### config.mk
export PLATFORM = sky130hd
export DESIGN_NAME = tcv_front
export DESIGN_NICKNAME = d
export VERILOG_FILES = /design/src/rtl/tcv_pkg.sv /design/src/rtl/tcv_front.sv
export SDC_FILE = /design/constraint.sdc
export NUM_CORES = 1
export LEC_CHECK = 0
export BUFFER_PORTS_ARGS = -buffer_cell sky130_fd_sc_hd__buf_2
export CAP_MARGIN = 20
export CORE_ASPECT_RATIO = 1.25
export CORE_MARGIN = 2
export CORE_UTILIZATION = 46
export CTS_CLUSTER_DIAMETER = 50
export CTS_CLUSTER_SIZE = 20
export DETAILED_ROUTE_END_ITERATION = 12
export PLACE_DENSITY = 0.76
export SLEW_MARGIN = 5
export SYNTH_ARGS = -nofsm -noshare
export SYNTH_HDL_FRONTEND = slang
export SYNTH_SLANG_ARGS = --single-unit
### constraint.sdc
create_clock -name clk -period 1.5 [get_ports clk]
set_input_delay 0.075 -clock clk [delete_from_list [all_inputs] [get_ports clk]]
set_output_delay 0.075 -clock clk [all_outputs]
set_load 0.05 [all_outputs]
### src/rtl/tcv_pkg.sv
// ----------------------------------------------------------------------------
// tcv_pkg - shared types and constants for the toroidal convolution block
// Item codes, result status codes, register indexes, the queue entry layout
// and the effective image width helper.
// ----------------------------------------------------------------------------
package tcv_pkg;

	// Default sizes
	localparam int unsigned MAX_WIDTH_DEF   = 64;
	localparam int unsigned MAX_RADIUS_DEF  = 2;
	localparam int unsigned SAMPLE_BITS_DEF = 16;
	localparam int unsigned QUEUE_DEPTH     = 2;

	// Input function codes
	typedef logic [1:0] func_t;
	localparam func_t FUNC_TAP    = 2'd0;
	localparam func_t FUNC_SAMPLE = 2'd1;
	localparam func_t FUNC_CONV   = 2'd2;

	// Result status codes
	typedef logic [1:0] status_t;
	localparam status_t STAT_OK     = 2'd0;
	localparam status_t STAT_POS    = 2'd1;
	localparam status_t STAT_RADIUS = 2'd2;

	// Work kinds handed from the front end to the back end
	typedef logic [1:0] kind_t;
	localparam kind_t KIND_TAP    = 2'd0;
	localparam kind_t KIND_SAMPLE = 2'd1;
	localparam kind_t KIND_CONV   = 2'd2;
	localparam kind_t KIND_ERR    = 2'd3;

	// Configuration register indexes
	typedef logic [0:0] reg_idx_t;
	localparam reg_idx_t REG_IMAGE_WIDTH   = 1'd0;
	localparam reg_idx_t REG_KERNEL_RADIUS = 1'd1;

	// Configuration as seen by the datapath (width already limited)
	typedef struct packed {
		logic [6:0] width;
		logic [1:0] radius;
	} cfg_t;

	// Queue entry: for writes y/x are the target position, for a
	// convolution they are the wrapped top-left corner of the window.
	typedef struct packed {
		kind_t       kind;
		status_t     status;
		logic [6:0]  y;
		logic [6:0]  x;
		logic [15:0] value;
	} entry_t;

	// Limit the programmed width to the image store side
	function automatic logic [6:0] eff_width(logic [6:0] iw, int unsigned max_w);
		return ({2'b00, iw} > 9'(max_w)) ? 7'(max_w) : iw;
	endfunction

endpackage

### src/rtl/tcv_front.sv
// ----------------------------------------------------------------------------
// tcv_front - input stage
// Takes input items, drops the ones with no effect, checks position and
// radius for convolutions and registers one classified entry for the queue.
// ----------------------------------------------------------------------------
module tcv_front #(
	parameter int unsigned MAX_RADIUS = tcv_pkg::MAX_RADIUS_DEF
) (
	input  logic             clk,
	input  logic             arst_n,
	input  tcv_pkg::cfg_t    cfg,
	input  logic             in_valid,
	output logic             in_ready,
	input  logic [1:0]       func,
	input  logic [5:0]       row,
	input  logic [5:0]       col,
	input  logic [15:0]      value,
	output logic             push_valid,
	input  logic             push_ready,
	output tcv_pkg::entry_t  push_entry
);

	localparam int unsigned KSIDE = 2 * MAX_RADIUS + 1;

	tcv_pkg::entry_t ent;
	logic            keep;
	logic            row_in;
	logic            col_in;
	logic            tap_ok;
	logic            rad_bad;
	logic signed [7:0] y_diff;
	logic signed [7:0] x_diff;
	logic [6:0]      y0;
	logic [6:0]      x0;
	logic            valid_q;
	tcv_pkg::entry_t ent_q;

	// Range checks against the current configuration
	assign row_in  = {1'b0, row} < cfg.width;
	assign col_in  = {1'b0, col} < cfg.width;
	assign tap_ok  = ({1'b0, row} < 7'(KSIDE)) && ({1'b0, col} < 7'(KSIDE));
	assign rad_bad = ({2'b00, cfg.radius} > 4'(MAX_RADIUS)) ||
		({5'b00000, cfg.radius} > cfg.width);

	// Wrapped top-left corner of the window
	assign y_diff = $signed({2'b00, row}) - $signed({6'b000000, cfg.radius});
	assign x_diff = $signed({2'b00, col}) - $signed({6'b000000, cfg.radius});
	assign y0 = y_diff[7] ? 7'(y_diff + $signed({1'b0, cfg.width})) : y_diff[6:0];
	assign x0 = x_diff[7] ? 7'(x_diff + $signed({1'b0, cfg.width})) : x_diff[6:0];

	// Classify the incoming item
	always_comb begin
		ent        = '0;
		ent.y      = {1'b0, row};
		ent.x      = {1'b0, col};
		ent.value  = value;
		ent.status = tcv_pkg::STAT_OK;
		keep       = 1'b0;
		unique case (func)
			tcv_pkg::FUNC_TAP: begin
				ent.kind = tcv_pkg::KIND_TAP;
				keep     = tap_ok;
			end
			tcv_pkg::FUNC_SAMPLE: begin
				ent.kind = tcv_pkg::KIND_SAMPLE;
				keep     = row_in && col_in;
			end
			tcv_pkg::FUNC_CONV: begin
				keep = 1'b1;
				if (!(row_in && col_in)) begin
					ent.kind   = tcv_pkg::KIND_ERR;
					ent.status = tcv_pkg::STAT_POS;
				end else if (rad_bad) begin
					ent.kind   = tcv_pkg::KIND_ERR;
					ent.status = tcv_pkg::STAT_RADIUS;
				end else begin
					ent.kind = tcv_pkg::KIND_CONV;
					ent.y    = y0;
					ent.x    = x0;
				end
			end
			default: begin
				ent.kind = tcv_pkg::KIND_ERR;
				keep     = 1'b0;
			end
		endcase
	end

	// Hold one classified entry until the queue takes it
	assign in_ready   = !valid_q || push_ready;
	assign push_valid = valid_q;
	assign push_entry = ent_q;

	always_ff @(posedge clk or negedge arst_n) begin
		if (!arst_n) begin
			valid_q <= 1'b0;
		end else if (in_valid && in_ready) begin
			valid_q <= keep;
		end else if (push_ready) begin
			valid_q <= 1'b0;
		end
	end

	always_ff @(posedge clk) begin
		if (in_valid && in_ready) begin
			ent_q <= ent;
		end
	end

endmodule

==> results.ini <==
[flow_run]
drv_cap=0

[sta]
rsz0062_at_grt=true
slew-limit-headroom_pct=65.1
drv_slew=0
setup_ws_ps=-864
min_period_ps=2360
skew_ps=10.9
fmax_mhz=423
hold_viol=0
worstMarginPinSlew_ps=518
period_share_pct=158
setup_viol=17

[grt]
grt_max_degree=35
grt_pass1_vias=2893
grt-ovfl-total=0
grt_pass1_wl_um=16100
track_usage_pct=36.4
antenna_found_initial=0

[worst_setup_path]
cp.arrival_ps=2510
cp-end-kind=register
critPathLaunchType=input pin
slowest_delay_ps=560
cpMostUsedCell=fa_2
crit_required_ps=1640
critPathMaxFanout=4
worstPathCellList=buf_8, clkinvlp_4, fa_2, fa_2, a21o_1, a21oi_2, nor2b_1, o21a_1, or3_1, a211oi_2
critPathKind=in -> reg
cp_slowest_cell=fa_2

[cells_and_area]
seqCellArea_sq_mm=0.00105
n_antenna_cell=0
layout.nets=478
drive_above_1_share_pct=62.9
mostFrequentLayoutCells=buf_2, buf_4, edfxtp_1, buf_6, dlygate4sd3_1
syn_to_final_growth_pct=86.1
final_area_sq_mm=0.00453
multi_input_area_sq_mm=0.00184
final_common_cell=buf_2
fillCellCount=200

[placed_design]
gp_congestion=0.862
placed_area_sq_mm=0.00366
io_buffers=78
dp_hpwl_um=5700

[routing]
dr.pass1.iters=5
drc=0
num_vias=2911
vias_per_cell=6.25
drtIter0Drc=321
postRouteAntennaNets=0
wl_per_cell_um=25.9
drt_wl_total_um=12000

[die]
dieArea_sq_mm=0.00589
core_area_sq_mm=0.00508
die_x_um=69.1
initial_core_util_pct=47.9
rows=29
fp.dieH_um=85.3
ioPinCount=79

[synth]
yosys_most_used_dff=edfxtp_1
async_flop_share_pct=2.86
synth_edf_count=34
ys_types=40
synth-seq-cells=35
synth_nets=295
seq_area_frac_synth_pct=43.0
syn-mean-instance-area_sq_um=11.1
ys_warn_count=0
synthCells=220
syn_area_sq_mm=0.00243

[power]
p_per_area_mw_per_mm2=853
total_power_mw=3.87
power.leakage_nw=1.98
peakVddDrop_mv=0.592

[clock_network]
tritoncts=built
path_clk_slew_ps=80
clk_latency_ps=310
cts_root_buf=clkbuf_8
cts_buffers=5
clk_path_buf_depth=2
cts_sinks=35
htree_levels=2

[run_status]
violations=setup timing
status=finished with violations

[worst_hold_path]
hold_class=in -> reg

==> metrics by stage <==
step / hold WS, ps / std cells / utilization (%) / setup WS, ps / setup TNS, ps
floorplan: -221 / 220 / - / -797 / -5910
global placement: -148 / 424 / 72.0 / -1050 / -11650
detailed placement: -145 / 424 / 72.0 / -1100 / -12530
CTS: 76.3 / 464 / 85.2 / -702 / -6150
global route: 119 / 466 / 89.2 / -944 / -9190
finish: 122 / 466 / 89.2 / -864 / -8550
==> synth_stat cells (4+ instances only) <==
cell	count	area share (%)
edfxtp_1	34	42
ha_1	28	14
a21oi_1	19	3.9
inv_1	19	2.9
nand2_1	10	1.5
o21ai_0	10	2.1
nor2_1	9	1.4
nor3_1	9	1.8
xnor2_1	8	2.9
a211oi_1	7	2.2
nor2b_1	7	1.8
a21o_1	6	1.8
xor2_1	6	2.2
fa_1	4	3.3
mux2i_1	4	1.6
o211ai_1	4	1.2
o21a_1	4	1.2
==> report_power, final <==
| part | switching, mW | leakage (nW) | internal [mW] |
|---|---|---|---|
| logic | 0.993 | 1.58 | 0.797 |
| registers | 0.0299 | 0.341 | 1.16 |
| clock network | 0.398 | 0.0556 | 0.487 |
| total | 1.42 | 1.98 | 2.44 |
==> worst max-delay path, delay by kind of cell <==
kind	cells	cell delay (ps)
adders and majority gates	2	970
buffers and inverters	2	300
and+or+nand+nor	2	430
AOI/OAI and AO/OA	4	730
==> what timing repair did <==
action	4_1_cts	5_1_grt
pin swaps	50	35
resized for setup	62	36
hold endpoints to repair	17	0
endpoints found under the setup margin	18	16
cloned	2	0
buffers inserted	16	4
hold buffers	17	0
==> final timing paths <==
path / from / to / slack [ps] / cells after the start
max in group asynchronous: arst_n / push_valid / 1250 / 2
max: cfg[1] / push_entry[22] / -860 / 10
max reg2reg: push_valid / push_entry[16] / 160 / 2
min in group asynchronous: arst_n / push_valid / 150 / 2
min: func[1] / push_entry[33] / 120 / 2
min reg2reg: push_valid / push_valid / 600 / 2
==> kinds of logic (layout without fill, tap and decap cells) <==
family          after synthesis  count (layout)  share of synthesized area, %
xor+xnor                     14              14                          5.04
mux                           6               6                          2.57
compound gates               63              63                          17.7
flops                        35              35                          43.0
simple gates                 48              48                          10.3
fa+ha+maj                    32              32                          17.7
buf+inv                      22             206                          3.75
==> flip-flops by register name, indices dropped and copies added, names as in the netlist <==
name	flops
push_entry	34
push_valid	1
==> area by class of cell <==
type                            count  share of cell area (%)
Inverter                           19                    2.87
Tap cell                           62                    1.71
Timing Repair Buffer              179                    29.4
Clock inverter                      3                   0.856
Sequential cell                    35                    23.1
Multi-Input combinational cell    163                    40.5
Clock buffer                        5                    1.52
==> metal layers <==
| layer | wire [um] | GRT usage [%] |
|---|---|---|
| met1 | 4080 | 39.9 |
| met2 | 5680 | 64.2 |
| met3 | 1170 | 7.96 |
| met4 | 1110 | 22.1 |
| met5 | 0 | 0 |
(Power assumes the default switching activity.)
