==> config.mk <==
export PLATFORM = sky130hd
export DESIGN_NAME = tcv_fifo
export DESIGN_NICKNAME = d
export VERILOG_FILES = /design/src/rtl/tcv_pkg.sv /design/src/rtl/tcv_fifo.sv
export SDC_FILE = /design/constraint.sdc
export NUM_CORES = 1
export LEC_CHECK = 0
export BUFFER_PORTS_ARGS = -buffer_cell sky130_fd_sc_hd__buf_2
export CORE_UTILIZATION = 56
export DETAILED_ROUTE_END_ITERATION = 8
export PLACE_DENSITY = 0.94
export SYNTH_ARGS = -nofsm -noshare
export SYNTH_HDL_FRONTEND = slang
export SYNTH_SLANG_ARGS = --single-unit
==> constraint.sdc <==
create_clock -name clk -period 3.9 [get_ports clk]
set_input_delay 0.195 -clock clk [delete_from_list [all_inputs] [get_ports clk]]
set_output_delay 0.195 -clock clk [all_outputs]
set_load 0.05 [all_outputs]
==> src/rtl/tcv_pkg.sv <==
// ----------------------------------------------------------------------------
// tcv_pkg - shared types and constants for the toroidal convolution block
// Item codes, result status codes, register indexes, the queue entry layout
// and the effective image width helper.
// ----------------------------------------------------------------------------
package tcv_pkg;

	// Default sizes
	localparam int unsigned MAX_WIDTH_DEF   = 64;
	localparam int unsigned MAX_RADIUS_DEF  = 2;
	localparam int unsigned SAMPLE_BITS_DEF = 16;
	localparam int unsigned QUEUE_DEPTH     = 2;

	// Input function codes
	typedef logic [1:0] func_t;
	localparam func_t FUNC_TAP    = 2'd0;
	localparam func_t FUNC_SAMPLE = 2'd1;
	localparam func_t FUNC_CONV   = 2'd2;

	// Result status codes
	typedef logic [1:0] status_t;
	localparam status_t STAT_OK     = 2'd0;
	localparam status_t STAT_POS    = 2'd1;
	localparam status_t STAT_RADIUS = 2'd2;

	// Work kinds handed from the front end to the back end
	typedef logic [1:0] kind_t;
	localparam kind_t KIND_TAP    = 2'd0;
	localparam kind_t KIND_SAMPLE = 2'd1;
	localparam kind_t KIND_CONV   = 2'd2;
	localparam kind_t KIND_ERR    = 2'd3;

	// Configuration register indexes
	typedef logic [0:0] reg_idx_t;
	localparam reg_idx_t REG_IMAGE_WIDTH   = 1'd0;
	localparam reg_idx_t REG_KERNEL_RADIUS = 1'd1;

	// Configuration as seen by the datapath (width already limited)
	typedef struct packed {
		logic [6:0] width;
		logic [1:0] radius;
	} cfg_t;

	// Queue entry: for writes y/x are the target position, for a
	// convolution they are the wrapped top-left corner of the window.
	typedef struct packed {
		kind_t       kind;
		status_t     status;
		logic [6:0]  y;
		logic [6:0]  x;
		logic [15:0] value;
	} entry_t;

	// Limit the programmed width to the image store side
	function automatic logic [6:0] eff_width(logic [6:0] iw, int unsigned max_w);
		return ({2'b00, iw} > 9'(max_w)) ? 7'(max_w) : iw;
	endfunction

endpackage

==> src/rtl/tcv_fifo.sv <==
// ----------------------------------------------------------------------------
// tcv_fifo - work queue
// Short first-in first-out queue of classified entries between the input
// stage and the convolution engine.
// ----------------------------------------------------------------------------
module tcv_fifo (
	input  logic             clk,
	input  logic             arst_n,
	input  logic             push_valid,
	output logic             push_ready,
	input  tcv_pkg::entry_t  push_entry,
	output logic             pop_valid,
	input  logic             pop_ready,
	output tcv_pkg::entry_t  pop_entry
);

	localparam int unsigned DEPTH = tcv_pkg::QUEUE_DEPTH;
	localparam int unsigned PTR_W = (DEPTH > 1) ? $clog2(DEPTH) : 1;
	localparam int unsigned CNT_W = $clog2(DEPTH + 1);

	tcv_pkg::entry_t slot_q [DEPTH];
	logic [PTR_W-1:0] wr_ptr_q;
	logic [PTR_W-1:0] rd_ptr_q;
	logic [CNT_W-1:0] count_q;
	logic             push;
	logic             pop;

	assign push_ready = count_q != CNT_W'(DEPTH);
	assign pop_valid  = count_q != '0;
	assign pop_entry  = slot_q[rd_ptr_q];
	assign push       = push_valid && push_ready;
	assign pop        = pop_valid && pop_ready;

	// Advance pointers and occupancy
	always_ff @(posedge clk or negedge arst_n) begin
		if (!arst_n) begin
			wr_ptr_q <= '0;
			rd_ptr_q <= '0;
			count_q  <= '0;
		end else begin
			if (push) begin
				wr_ptr_q <= (wr_ptr_q == PTR_W'(DEPTH - 1)) ? '0 : wr_ptr_q + 1'b1;
			end
			if (pop) begin
				rd_ptr_q <= (rd_ptr_q == PTR_W'(DEPTH - 1)) ? '0 : rd_ptr_q + 1'b1;
			end
			if (push && !pop) begin
				count_q <= count_q + 1'b1;
			end else if (pop && !push) begin
				count_q <= count_q - 1'b1;
			end
		end
	end

	// Store the new entry
	always_ff @(posedge clk) begin
		if (push) begin
			slot_q[wr_ptr_q] <= push_entry;
		end
	end

	a_count_bound: assert property (@(posedge clk) disable iff (!arst_n)
		count_q <= CNT_W'(DEPTH))
		else $error("queue occupancy above depth");

endmodule

==> flow_summary.yaml, run 1 <==
global_route:
  grt-ovfl-total: 0
  antenna_found_initial: 0
  track_usage_pct: 16.8
  grt_pass1_wl_um: 6090
  grt_max_degree: 36
  grt_pass1_vias: 1332
logic_synthesis:
  syn_area_per_cell_um2: 22.6
  ys_seq_area_share_pct: 76.5
  syn_area_mm2: 0.00280
  synth_cell_type_count: 15
  ys_seq_elements: 72
  yosys_warnings: 0
  synth_top_cell_by_area: "edfxtp_1"
  syn-num-nets: 163
  netlist.area_leader.share_pct: 73.0
  syn_inst: 124
  synthTopCellsByArea: "edfxtp_1 73%, mux2_4 16%, dfrtp_1 3.6%"
placement:
  place.detailed.hpwl_um: 2610
  gp_congestion: 0.618
  port_buffers: 73
  dp.cells: 260
floorplan:
  initial_core_util_pct: 58.9
  rows: 25
  die_area_mm2: 0.00528
  die_y_um: 72.7
  coreArea_mm2: 0.00475
  ioPinCount: 74
  die_x_um: 72.7
outcome:
  status: "finished, final reports clean"
timing:
  fin_tns_setup_ps: 0
  fin_crit_ps: 2200
  finalHoldViolCount: 0
  finClkSkew_ps: 6.81
  slew_violations: 0
  grt_setup_unrepaired: "false"
  max_freq_mhz: 454
  setup_violations: 0
  slew_headroom_pct: 31.2
  worst_slew_pin_slew_ps: 1030
  final_min_period_over_clock_period_pct: 56.4
layout:
  diodes: 0
  ff_latch_area_mm2: 0.00214
  multi_input_area_um2: 591
  nFillCells: 289
  drive_gt1_share_pct: 58.1
  syn2layout_area_growth_pct: 21.5
  fin_cells: 277
  layout.nets: 244
clocking:
  clkTransAtPathRegs_ps: 70
  ctsHtreeMaxLevel: 3
  cts_tree: "yes"
  clk_latency_ps: 320
  cts_inserted_buffers: 9
  cts_resized: 0
  cts_root_buf: "clkbuf_8"
  cts_max_path_buffers: 2
  clock_sinks: 72
routing:
  viasPerCell: 4.79
  drt_first_pass_iters: 4
  first_iter_violations: 74
  drc: 0
  wl_um: 4030
  wl_per_cell_um: 14.5
  via_count: 1328
  postRouteAntennaNets: 0
job:
  maxCapViolations: 0
setup_path:
  worst_setup_path_end_kind: "primary output"
  cp.arrival_ps: 2010
  worstSetupPathType: "reg -> out"
  critPathRequiredTime_ps: 3700
  path_max_fanout: 35
  start_kind: "flop"
power_and_ir_drop:
  power_density_mw_per_mm2: 900
  p_leak_nw: 1.38
  peakVddDrop_v: 0.000619
worst_hold_path:
  hp-class: "in -> reg"
[per-layer routing]
metal / up-vias / global-route usage, % / share of wire, %
met4: 0 / 7.19 / 0.57
met2: 57 / 28.0 / 51
met5: - / 0 / 0
li1: 641 / - / -
met1: 628 / 19.0 / 42
met3: 2 / 7.32 / 5.6
[synthesized netlist by cell type]
| cell type | count |
|---|---|
| edfxtp_1 | 68 |
| mux2_4 | 29 |
| mux2_2 | 5 |
| dfrtp_1 | 4 |
| buf_12 | 3 |
| xnor2_1 | 3 |
| nand2_1 | 2 |
| nor2_1 | 2 |
| xor2_1 | 2 |
| and3_1 | 1 |
| buf_6 | 1 |
| ha_1 | 1 |
| inv_1 | 1 |
| nand2b_1 | 1 |
| or2_1 | 1 |
[cell usage in the layout (no fill, tap or decap)]
cell           netlist  final
ha_1                 1      1
clkinv_2             0      1
dlygate4sd3_1        0      1
nor2_1               2      1
dfrtp_2              0      1
nor2_4               0      1
bufinv_16            0      2
and3_2               0      1
mux2_2               5      5
or2_1                1      1
mux2_4              29     29
clkbuf_8             0      9
inv_1                1      1
nand2b_1             1      1
buf_2                0     73
xnor2_1              3      3
xor2_1               2      2
edfxtp_1            68     68
clkbuf_1             0      3
dfrtp_1              4      3
clkinv_1             0      1
nand2_1              2      2
[worst max-delay path, stage by stage (launching register included)]
cell and delay (ps):
dfrtp_2 1050, mux2_2 420, buf_2 210
[power by group]
| group | leakage [nW] | internal (W) | switching, W |
|---|---|---|---|
| logic | 0.598 | 0.000425 | 0.000828 |
| registers | 0.677 | 0.00106 | 0.000146 |
| clock network | 0.102 | 0.000358 | 0.000239 |
| total | 1.38 | 0.00185 | 0.00121 |
[metrics by stage]
stage	util (%)	area [um2]	power (W)	setup slack, ps	hold slack, ps
after floorplan	-	2800	0.00232	967	-101
after global placement	67.0	3190	0.00246	2060	5.99
after detailed placement	67.0	3190	0.00249	2020	4.43
after CTS	71.5	3400	0.00309	1670	37.5
after global routing	71.5	3400	0.00320	1590	23.5
final	71.5	3400	0.00306	1700	56.5
[area by class of cell]
type,instances,share of cell area [%]
well taps,67,2.47
clock buffers,12,3.97
clock inverters,4,2.02
flip-flops and latches,72,63.0
inverters,1,0.110
multi-input cells,47,17.4
repair buffers,74,11.0
[sequential cells by signal, summed over array words and instances, names as in the netlist]
name      flops
count_q       2
slot_q       68
wr_ptr_q      1
rd_ptr_q      1
[path summary, 6_finish.rpt]
kind | from | endpoint | slack, ps | depth (start not counted)
setup / recovery | rd_ptr_q | pop_entry[13] | 1700 | 2
hold / removal | push_entry[29] | slot_q[0][29] | 60 | 1
setup reg to reg | count_q[0] | slot_q[0][4] | 2060 | 3
hold reg to reg | count_q[1] | count_q[1] | 500 | 1
max in group asynchronous | arst_n | rd_ptr_q | 3570 | 2
min in group asynchronous | arst_n | count_q[1] | 200 | 2
[logic make-up (layout without fill, tap and decap cells)]
group         Yosys count  in the layout  share of synthesized area, %
mux                    34             34                          17.6
fa+ha+maj               1              1                         0.447
xor+xnor                5              5                          1.56
buf+inv                 5             91                          2.68
flops                  72             72                          76.5
simple gates            7              7                          1.21
[timing repair]
action / CTS / global route
buffers inserted: 0 / 0
endpoints found under the setup margin: 0 / 0
hold buffers: 1 / 0
hold endpoints to repair: 4 / 0
(Power assumes the default switching activity.)
==> inputs of run 2 (changes only) <==
--- a/config.mk
+++ b/config.mk
@@ -6,9 +6,9 @@
 export NUM_CORES = 1
 export LEC_CHECK = 0
 export BUFFER_PORTS_ARGS = -buffer_cell sky130_fd_sc_hd__buf_2
-export CORE_UTILIZATION = 56
+export CORE_UTILIZATION = 52
 export DETAILED_ROUTE_END_ITERATION = 8
-export PLACE_DENSITY = 0.94
+export PLACE_DENSITY = 0.89
 export SYNTH_ARGS = -nofsm -noshare
 export SYNTH_HDL_FRONTEND = slang
 export SYNTH_SLANG_ARGS = --single-unit
==> constraint.sdc (replaced) <==
create_clock -name clk -period 2.3 [get_ports clk]
set_input_delay 0.115 -clock clk [delete_from_list [all_inputs] [get_ports clk]]
set_output_delay 0.115 -clock clk [all_outputs]
set_load 0.05 [all_outputs]
==> flow_summary.yaml, run 2 (same netlist as run 1, synthesis figures left out) <==
floorplan:
  rows: 26
  coreArea_mm2: 0.00514
  die_area_mm2: 0.00568
  die_x_um: 75.4
  die_y_um: 75.4
  initial_core_util_pct: 54.5
  ioPinCount: 74
job:
  maxCapViolations: 0
layout:
  largest_reg_flops: 68
  top_regs: "slot_q (68), count_q (2)"
  diodes: 0
  layout_common_cells: "73 x buf_2, 68 x edfxtp_1, 35 x dlygate4sd3_1"
  top_register: "slot_q"
  utilization_pct: 73.9
  drive_gt1_share_pct: 50.4
  syn2layout_area_growth_pct: 35.7
  fin_cells: 318
  final_common_cell: "buf_2"
  layout.nets: 282
placement:
  place.detailed.hpwl_um: 2920
  gp_congestion: 0.698
  port_buffers: 73
  dp.cells: 267
routing:
  via_count: 1475
  drc: 0
  drt_first_pass_iters: 4
  wl_um: 4760
  first_iter_violations: 95
  postRouteAntennaNets: 0
  wl_per_cell_um: 15.0
  viasPerCell: 4.64
clocking:
  cts_root_buf: "clkbuf_8"
  post_cts_buffers: 0
  cts_tree: "yes"
  cts_resized: 0
  ctsHtreeMaxLevel: 3
  cts_inserted_buffers: 9
  clkTransAtPathRegs_ps: 60
  clock_sinks: 72
  cts_max_path_buffers: 2
  clk_latency_ps: 330
timing:
  grt_setup_unrepaired: "false"
  setup_violations: 0
  final_min_period_over_clock_period_pct: 79.6
  whs_ps: 84.6
  finalHoldViolCount: 0
  worst_slew_pin_slew_ps: 488
  slew_violations: 0
  max_freq_mhz: 546
  finClkSkew_ps: 7.00
  fin_crit_ps: 1830
  fin_tns_setup_ps: 0
  slew_headroom_pct: 67.4
power_and_ir_drop:
  p_leak_nw: 1.55
  peakVddDrop_v: 0.00107
  power_density_mw_per_mm2: 1400
worst_hold_path:
  hp-class: "in -> reg"
setup_path:
  path_max_fanout: 12
  start_kind: "flop"
  cp.arrival_ps: 1720
  critPathRequiredTime_ps: 2180
  worst_setup_path_end_kind: "primary output"
  worstSetupPathType: "reg -> out"
global_route:
  track_usage_pct: 18.3
  grt_pass1_vias: 1532
  grtUsageMet1_pct: 22.4
  grt_use_met3_pct: 5.29
  antenna_found_initial: 0
  grt_max_degree: 35
  grt.busiest_layer: "met2"
  grt_pass1_wl_um: 6980
  use_met2_pct: 30.9
  grt-ovfl-total: 0
outcome:
  status: "finished, final reports clean"
==> run 2: per-layer routing <==
metal | part of all wire (%) | vias to the layer above
li1 | - | 715
met1 | 43 | 697
met2 | 51 | 56
met3 | 4.9 | 7
met4 | 1.3 | 0
met5 | 0 | -
==> run 2: final timing paths <==
path,from,slack (ps),to,cells after the start
min in group asynchronous,arst_n,140,wr_ptr_q,2
hold reg to reg,count_q[1],500,count_q[1],1
setup / recovery,rd_ptr_q,470,pop_entry[27],3
hold / removal,pop_ready,80,rd_ptr_q,3
setup reg to reg,count_q[0],660,slot_q[0][19],4
max in group asynchronous,arst_n,2010,rd_ptr_q,2
==> run 2: critical path, stage by stage, from the launching register on <==
cell	delay, ps
dfrtp_2	570
buf_4	290
mux2_4	320
buf_2	210
==> run 2: what timing repair did <==
action | CTS | global route
endpoints found under the hold margin | 72 | 0
setup endpoints to repair | 0 | 0
hold buffers | 35 | 0
==> run 2: through the flow <==
| step | setup WS, ps | total power (W) | area, um2 |
|---|---|---|---|
| global placement | 713 | 0.00425 | 3250 |
| CTS | 441 | 0.00536 | 3800 |
| global route | 383 | 0.00555 | 3800 |
| floorplan | 80.1 | 0.00393 | 2810 |
| detailed placement | 668 | 0.00430 | 3250 |
| finish | 468 | 0.00531 | 3800 |
==> run 2: power by group <==
group / switching [W] / total, W / internal [W]
clock: 0.000408 / 0.00101 / 0.000601
sequential: 0.000142 / 0.00194 / 0.00180
combinational: 0.00155 / 0.00236 / 0.000813
==> run 2: final cells by class <==
class / instances / area [um2]
inverter: 1 / 3.75
clock buffer: 11 / 131
fill: 327 / 1340
sequential: 72 / 2140
timing repair buffer: 112 / 771
clock inverter: 5 / 71.3
tap: 70 / 87.6
multi-input combinational: 47 / 591
